<file path="config.mk">
export PLATFORM = sky130hd
export DESIGN_NAME = pace_mul
export DESIGN_NICKNAME = d
export VERILOG_FILES = /design/src/rtl/pace_pkg.sv /design/src/rtl/pace_mul.sv
export SDC_FILE = /design/constraint.sdc
export NUM_CORES = 2
export LEC_CHECK = 0
export BUFFER_PORTS_ARGS = -buffer_cell sky130_fd_sc_hd__buf_4
export CORE_ASPECT_RATIO = 1.25
export CORE_UTILIZATION = 60
export CTS_CLUSTER_DIAMETER = 150
export DETAILED_ROUTE_END_ITERATION = 8
export PLACE_DENSITY = 0.77
export SYNTH_ARGS = -nofsm -noshare
export SYNTH_HDL_FRONTEND = slang
export SYNTH_SLANG_ARGS = --single-unit
</file>
<file path="constraint.sdc">
create_clock -name clk -period 12.42 [get_ports clk]
set_clock_uncertainty 0.2 [all_clocks]
set_input_delay 1.242 -clock clk [delete_from_list [all_inputs] [get_ports clk]]
set_output_delay 1.242 -clock clk [all_outputs]
set_load 0.02 [all_outputs]
</file>
<file path="src/rtl/pace_pkg.sv">
// Shared constants and saturating helpers for the autocorrelation energy core.
`timescale 1ns / 1ps
`default_nettype none
package pace_pkg;

  localparam int unsigned ENERGY_W = 63;
  localparam int unsigned K_W      = 20;
  localparam int unsigned MUL_W    = 33;
  localparam int unsigned WIDE_W   = 64;

  localparam logic [ENERGY_W-1:0] ENERGY_CAP = {ENERGY_W{1'b1}};
  localparam logic [WIDE_W-1:0]   SQRT_CAP   = 64'd3037000499;
  localparam logic [ENERGY_W-1:0] ODD_PENALTY = 63'd4;

  typedef logic [ENERGY_W-1:0] energy_t;

  // add two energies, clamp at the cap
  function automatic energy_t sat_add(input energy_t a, input energy_t b);
    logic [ENERGY_W:0] s;
    s = {1'b0, a} + {1'b0, b};
    return s[ENERGY_W] ? ENERGY_CAP : s[ENERGY_W-1:0];
  endfunction

  // multiply by four, clamp at the cap
  function automatic energy_t sat_x4(input energy_t v);
    return (|v[ENERGY_W-1:ENERGY_W-2]) ? ENERGY_CAP : {v[ENERGY_W-3:0], 2'b00};
  endfunction

endpackage
`default_nettype wire

</file>
<file path="src/rtl/pace_mul.sv">
// Shared signed multiplier with a registered product.
`timescale 1ns / 1ps
`default_nettype none
module pace_mul (
  input  wire logic                                  clk,
  input  wire logic signed [pace_pkg::MUL_W-1:0]     op_a,
  input  wire logic signed [pace_pkg::MUL_W-1:0]     op_b,
  output logic      signed [2*pace_pkg::MUL_W-1:0]   prod_r
);

  always_ff @(posedge clk) begin
    prod_r <= op_a * op_b;
  end

endmodule
`default_nettype wire

</file>
==> impl_metrics.toml <==
[status]
run_status = "complete, no violations"

[placed_design]
port_buffers = 132
dp_slack_ps = 3160
hpwl_um = 90300
gp_congestion = 0.960

[sta]
setup_slack_ps = 3520
timing.final.crit_share_pct = 71.7
drv_slew = 0
fin_crit_ps = 8900
grt_setup_unrepaired = "false"
whs_ps = 1150
max_freq_mhz = 112
relSlewSlack_pct = 20.9
hold_viol = 0
worst_slew_pin_slew_ps = 1180
finalSetupTns_ps = 0
finalSetupViolCount = 0

[die]
die_height_um = 293
row_count = 106
ios = 133
start_util_pct = 60.8
core_um2 = 67000
die_area_um2 = 68900
dieWidth_um = 235

[detailed_routing]
drc = 0
drt_first_pass_iters = 6
vias = 29000
ant_nets = 0
routedWlPerCell_um = 21.2
routed_via_density = 5.66
drt_iter0_markers = 2021
wl_um = 109000

[clock_network]
clkTransAtPathRegs_ps = 70
clockBufferDepth = 2
cts_sinks = 66
cts_root_buf = "clkbuf_16"
numCtsBuffers = 9
cts_resized = 0
ctsHoldBuffers = 0
cts_setup_buffers = 0
htreeDepth = 3
cts_tree = "done"

[final_layout]
area_delta_synth_final_pct = 3.72
final_common_cell = "fa_1"
largest_reg_flops = 66
top_register = "prod_r"
nets = 5690
reg_top3 = "prod_r: 66 flops"
most-common-layout-cells = "fa_1, inv_1, and2_1"
drive_gt1_share_pct = 4.29

[yosys]
syn_inst = 4338
syn-cell-area_um2 = 40700
ys_ff_latch = 66
ys_types = 80
synthFlopType = "dfxtp_1"
synth_warnings = 0
syn_nets = 5767
synth-seq-area-share_pct = 3.24
synth-async-reset-ratio_pct = 0
synth_edf_count = 0
synth_area_per_cell_um2 = 9.39

[global_route]
grt_pass1_wl_um = 174000
grt_overflow = 0
grt_pass1_vias = 31800
met3_usage_pct = 4.51
grt_max_degree = 34
gr-max-usage-layer = "met2"
antenna_found_initial = 2
use_met1_pct = 35.5
grtUsageTotal_pct = 33.6
use_met2_pct = 59.7

[critical_path]
cp-end-kind = "register"
crit_required_ps = 12450
slowest_delay_ps = 1230
crit_path_cell_trace = "buf_4, nand2_1, inv_1, fa_1, fa_1, fa_1, fa_1, fa_1, fa_1, fa_1, inv_1, fa_1, inv_1, ha_1, a21o_1, a21o_1, a21oi_1, nor2b_1, o21ai_0, nor4b_1, a211oi_2"
crit_slowest_cell = "fa_1"
crit_start = "op_a[32]"
path_class = "input port to register"
critPathMaxFanout = 33
crit_path_frequent_cell = "fa_1"
arrival_ps = 8940
cp-start-kind = "input port"

[run]
max-cap-violations = 0

[hold_path]
hold_class = "input port to register"
hp-start = "op_b[0]"
-- synthesized netlist by cell type (all sizes together) (3+ instances only) --
cell type,number,area (um^2)
nor4,3,33.8
nor2b,5,31.3
or2,3,18.8
a211oi,11,110
o21a,6,45.0
nand3,26,135
fa,1145,22900
ha,217,2720
a221oi,3,43.8
and2,563,3520
a211o,6,52.6
a21boi,3,33.8
o21bai,11,82.6
and3,6,42.5
buf,13,70.1
nand4,12,81.3
or3,3,18.8
nor2,68,255
a21oi,61,328
a21o,38,288
inv,1131,4250
nand2b,12,75.1
a31oi,9,62.6
xor2,25,219
clkbuf,208,781
nor3,7,35.0
o31ai,7,104
nand2,551,2070
o211ai,5,51.3
dfxtp,66,1320
o21ai,33,173
xnor2,43,377
and4,5,43.8
-- worst max-delay path: cells and delay by family --
family                   cells  cell delay, ps
AO/OA/AOI/OAI                5             940
adder cells (fa/ha/maj)      9            5550
buffers and inverters        4             570
AND/OR/NAND/NOR              3             610
-- routing by layer --
metal	part of all wire, %	wire [um]
met1	31	34100
met5	0	0
met4	10	11100
met3	5.5	6010
met2	53	57700
-- final timing paths --
kind                  to  slack, ps  cells after the start
max   prod_r[62]$_DFF_P_       3520                     21
min    prod_r[0]$_DFF_P_       1150                      2
-- final cells by class --
class,count,area (um^2)
antenna,1,2.50
sequential,66,1320
inverter,1131,4250
clock inverter,4,55.1
multi-input combinational,2920,34300
timing repair buffer,133,998
clock buffer,10,229
tap,864,1080
fill,5459,24700
-- cells by family (layout without fill, tap and decap cells) --
group | Yosys count | after routing | synth area share (%)
adder cells (fa/ha/maj) | 1362 | 1362 | 62.9
XOR/XNOR | 68 | 68 | 1.46
AND/OR/NAND/NOR | 1271 | 1271 | 15.8
AO/OA/AOI/OAI | 219 | 219 | 4.07
buffers and inverters | 1352 | 1278 | 12.5
flip-flops | 66 | 66 | 3.24
other | 0 | 1 | 0
-- through the flow --
stage | cell area (um^2) | utilization, % | instances
6_report | 42200 | 63.1 | 5129
4_1_cts | 42200 | 63.1 | 5128
5_1_grt | 42200 | 63.1 | 5129
3_3_place_gp | 42000 | 62.7 | 5114
2_1_floorplan | 40700 | - | 4338
3_5_place_dp | 42000 | 62.7 | 5114
Power is left out: the tool's default activity adds up to more than one toggle a clock period on the data nets, which glitch-free logic cannot reach.
