<file path="src/rtl/pace_store.sv">
// Sequence store: one write port, two registered read ports.
`timescale 1ns / 1ps
`default_nettype none
module pace_store #(
  parameter int unsigned DEPTH  = 512,
  parameter int unsigned ADDR_W = 9,
  parameter int unsigned DATA_W = 8
) (
  input  wire logic              clk,
  input  wire logic              we,
  input  wire logic [ADDR_W-1:0] waddr,
  input  wire logic [DATA_W-1:0] wdata,
  input  wire logic [ADDR_W-1:0] raddr_a,
  input  wire logic [ADDR_W-1:0] raddr_b,
  output logic      [DATA_W-1:0] rdata_a_r,
  output logic      [DATA_W-1:0] rdata_b_r
);

  logic [DATA_W-1:0] mem [DEPTH];

  always_ff @(posedge clk) begin
    if (we) begin
      mem[waddr] <= wdata;
    end
  end

  always_ff @(posedge clk) begin
    rdata_a_r <= mem[raddr_a];
    rdata_b_r <= mem[raddr_b];
  end

endmodule
`default_nettype wire

</file>
<file path="config.mk">
export PLATFORM = sky130hd
export DESIGN_NAME = pace_store
export DESIGN_NICKNAME = d
export VERILOG_FILES = /design/src/rtl/pace_store.sv
export SDC_FILE = /design/constraint.sdc
export NUM_CORES = 2
export LEC_CHECK = 0
export BUFFER_PORTS_ARGS = -buffer_cell sky130_fd_sc_hd__buf_2
export CAP_MARGIN = 10
export CORE_MARGIN = 4
export CORE_UTILIZATION = 37
export CTS_CLUSTER_DIAMETER = 80
export DETAILED_ROUTE_END_ITERATION = 10
export PLACE_DENSITY = 0.51
export SYNTH_ARGS = -nofsm -noshare
export SYNTH_HDL_FRONTEND = slang
export SYNTH_SLANG_ARGS = --single-unit
export TNS_END_PERCENT = 30
</file>
<file path="constraint.sdc">
create_clock -name clk -period 5.9 [get_ports clk]
set_input_delay 1.18 -clock clk [delete_from_list [all_inputs] [get_ports clk]]
set_output_delay 1.18 -clock clk [all_outputs]
set_load 0.01 [all_outputs]
</file>
==> run_results.csv <==
group,metric,value,unit
run_status,outcome,"complete, no violations",
routing,wl,750000,um
timing,slew_headroom,4.69,%
global_routing,wire_length_of_the_first_global_routing_pass,1020000,um
clock_network,cts_buffers,439,
die,initial_utilization,37.2,%
die,die_width,735,um
min_path,hold_path.startpoint,"wdata[4]",
timing,timing.clock.skew,0.0843,ns
placed_design,finalWeightedCongestion,0.961,
clock_network,h-tree-depth,5,
synthesis,synth.top_cell.area_share,62.9,%
critical_path,cp_data_required_time,6.91,ns
routing,avgRoutedWirePerCell,39.6,um
critical_path,end_kind,"flop",
routing,num_vias,124000,
synthesis,synth.yosys.warnings,0,
clock_network,post_cts.repair.setup_buffers,0,
die,ios,53,
synthesis,synthArstFlopShare,0,%
synthesis,ys_ff_latch,4112,
die,die_height,735,um
synthesis,synth_area_leader_cell,"sky130_fd_sc_hd__edfxtp_1",
synthesis,netlist_instances,11500,
clock_network,cts_tree,"done",
global_routing,globalRoute.totalOverflow,0,
synthesis,synth_nets,11500,
clock_network,post_cts_resize_count,0,
clock_network,root_buffer,"sky130_fd_sc_hd__clkbuf_16",
clock_network,postCtsHoldBufs,0,
synthesis,ys_seq_area_share,63.0,%
timing,layout_worst_path_cycle_share,87.0,%
critical_path,reg2regPathDepth,7,
timing,finalSetupViolCount,0,
global_routing,grt_max_degree,166,
power_and_ir_drop,p_leak,69.8,nW
timing,maxClockFrequency,0.195,GHz
routing,detail_route.iter0.violations,17400,
critical_path,timing.critical_path.from_type,"input pin",
timing,whs,0.551,ns
routing,drt_pre_antenna_iters,9,
synthesis,yosys.cell_count.top_type,"sky130_fd_sc_hd__edfxtp_1",
die,core_area,0.526,sq mm
die,die_area,0.541,sq mm
clock_network,cts_sinks,4112,
final_layout,layout-area-overhead-vs-synth,12.3,%
clock_network,max-clock-path-buffers,4,
routing,viasPerCell,6.55,
min_path,depth_of_the_worst_hold_timing_path,1,
global_routing,global_route.usage.total,27.0,%
routing,drcViolationCount,0,
synthesis,count_of_different_cell_masters_after_synthesis,80,
critical_path,timing_worst_setup_path_type,"in -> reg",
power_and_ir_drop,irDropWorstVdd,0.250,mV
synthesis,post_synth_instance_area,0.196,sq mm
critical_path,worstPathMaxFanout,47,
global_routing,antenna_found_initial,79,
synthesis,synth.top_cells.by_count,"4096 x sky130_fd_sc_hd__edfxtp_1, 1393 x sky130_fd_sc_hd__mux2i_1, 1379 x sky130_fd_sc_hd__mux4_2",
timing,setup_total_negative_slack,0,ns
synthesis,syn_avg_cell_area,17.1,sq um
global_routing,first_global_vias,123000,
synthesis,synth.top_cells.by_area,"sky130_fd_sc_hd__edfxtp_1 63%, sky130_fd_sc_hd__mux4_2 16%, sky130_fd_sc_hd__mux2i_1 7.1%, sky130_fd_sc_hd__o221ai_1 2.3%, sky130_fd_sc_hd__nor2_1 1.3%",
final_layout,nNetsFinal,11600,
power_and_ir_drop,power.density_cell_area,303,mW/mm^2
timing,final_hold_violations,0,
timing,final_period_minus_worst_setup_slack,5.13,ns
critical_path,worst-endpoint-arrival,6.14,ns
timing,worst_pin_slew,1.42,ns
synthesis,synth-edff-count,4096,
placed_design,dp.final_hpwl,496000,um
flow_run,number_of_maximum_capacitance_constraint_violations,0,
die,placement_rows,266,
critical_path,crit_start,"raddr_a[0]",
clock_network,clkLatencyLatePin,1.08,ns
timing,unrepaired_setup_endpoints_after_global_routing,"false",
placed_design,count_of_buffers_from_port_buffering,52,
final_layout,layout-drive-gt1-share,22.6,%
synthesis,dominantRegCellSynth,"sky130_fd_sc_hd__edfxtp_1",
clock_network,clk_transition_reported_paths,0.06,ns
min_path,worst_hold_path_type,"in -> reg",
final_layout,nFillCells,46600,
critical_path,critical_path.reg2reg.startpoint,"mem[417][0]$_DFFE_PP_",
timing,drv_slew,0,
routing,route.antenna.remaining_nets,0,
[registers in the layout, summed over array words and instances (netlist names)]
| register | cells |
|---|---|
| rdata_a_r | 8 |
| mem | 4096 |
| rdata_b_r | 8 |
[worst paths after layout]
path / endpoint / slack [ns]
min reg2reg: rdata_a_r[6]$_DFF_P_ / 1.12
max reg2reg: rdata_a_r[0]$_DFF_P_ / 2.15
min: mem[363][4]$_DFFE_PP_ / 0.55
max: rdata_a_r[3]$_DFF_P_ / 0.77
[stage by stage]
| stage | std cells | worst slack [ns] | area (sq um) | util (%) | power (mW) |
|---|---|---|---|---|---|
| 3_3_place_gp | 18100 | -0.882 | 205000 | 39.0 | 38.5 |
| 4_1_cts | 18900 | 0.807 | 220000 | 41.7 | 66.8 |
| 5_1_grt | 18900 | 0.628 | 220000 | 41.8 | 68.2 |
| 2_1_floorplan | 11500 | 2.63 | 196000 | - | 35.9 |
| 6_report | 19000 | 0.767 | 220000 | 41.8 | 66.6 |
| 3_5_place_dp | 18100 | -0.289 | 205000 | 39.0 | 38.5 |
[power by group]
group	switching, mW	leakage (nW)	internal (mW)
Combinational	3.87	25.8	1.86
Sequential	0.136	36.9	32.2
Clock	12.2	7.11	16.4
[layer usage]
metal / global-route usage [%] / vias up / part of all wire, %
met5: 0.116 / - / 0.058
met4: 11.4 / 48 / 4.8
met3: 7.58 / 1468 / 11
met2: 41.5 / 7694 / 45
met1: 35.9 / 66200 / 39
li1: - / 48700 / -
[logic make-up (layout without fill, tap and decap cells)]
group | Yosys count | after routing | synth area share [%]
flops | 4112 | 4112 | 63.0
compound gates | 1775 | 1775 | 6.42
simple gates | 1823 | 1823 | 4.41
buf+inv | 961 | 1428 | 3.06
mux | 2780 | 2780 | 23.1
other cells | 0 | 66 | 0
[area by class of cell]
cell class | instances | area [sq um] | area share (%)
Sequential cell | 4112 | 123000 | 56.1
Tap cell | 6968 | 8720 | 3.97
Antenna cell | 66 | 165 | 0.0752
Clock buffer | 536 | 11500 | 5.26
Clock inverter | 287 | 3040 | 1.38
Multi-Input combinational cell | 6378 | 66700 | 30.4
Inverter | 7 | 51.3 | 0.0233
Timing Repair Buffer | 598 | 6130 | 2.79
[cells in the final DEF, fill, tap and decap left out, types with 19 or more instances in the layout]
cell,n
sky130_fd_sc_hd__a2111oi_0,24
sky130_fd_sc_hd__mux2i_1,1393
sky130_fd_sc_hd__diode_2,66
sky130_fd_sc_hd__a22oi_1,36
sky130_fd_sc_hd__clkbuf_1,85
sky130_fd_sc_hd__a31oi_1,28
sky130_fd_sc_hd__o21a_1,26
sky130_fd_sc_hd__o21ai_1,20
sky130_fd_sc_hd__and2_1,51
sky130_fd_sc_hd__o22ai_1,380
sky130_fd_sc_hd__nand3_1,72
sky130_fd_sc_hd__o21ai_0,155
sky130_fd_sc_hd__buf_2,37
sky130_fd_sc_hd__clkinvlp_4,20
sky130_fd_sc_hd__and3_1,19
sky130_fd_sc_hd__nand4_1,82
sky130_fd_sc_hd__nor2_1,676
sky130_fd_sc_hd__buf_12,129
sky130_fd_sc_hd__a22o_1,26
sky130_fd_sc_hd__bufinv_16,57
sky130_fd_sc_hd__nor4_1,88
sky130_fd_sc_hd__nor3_1,372
sky130_fd_sc_hd__o221ai_1,511
sky130_fd_sc_hd__edfxtp_1,4096
sky130_fd_sc_hd__mux4_2,1379
sky130_fd_sc_hd__clkinv_1,95
sky130_fd_sc_hd__o31ai_1,29
sky130_fd_sc_hd__buf_4,413
sky130_fd_sc_hd__a211oi_1,115
sky130_fd_sc_hd__nand2_1,271
sky130_fd_sc_hd__a21oi_1,284
sky130_fd_sc_hd__clkinv_2,86
sky130_fd_sc_hd__clkbuf_16,446
sky130_fd_sc_hd__nand2b_1,30
[worst max-delay path, stage by stage]
cell	delay, ns
sky130_fd_sc_hd__buf_12	0.43
sky130_fd_sc_hd__buf_12	0.32
sky130_fd_sc_hd__buf_12	0.29
sky130_fd_sc_hd__buf_4	0.38
sky130_fd_sc_hd__mux4_2	0.28
sky130_fd_sc_hd__a211oi_1	0.14
sky130_fd_sc_hd__o31ai_1	0.72
sky130_fd_sc_hd__o21ai_1	0.63
sky130_fd_sc_hd__nor3_1	1.06
sky130_fd_sc_hd__and4b_1	0.34
Note: power is estimated with default switching activity, not from simulation.
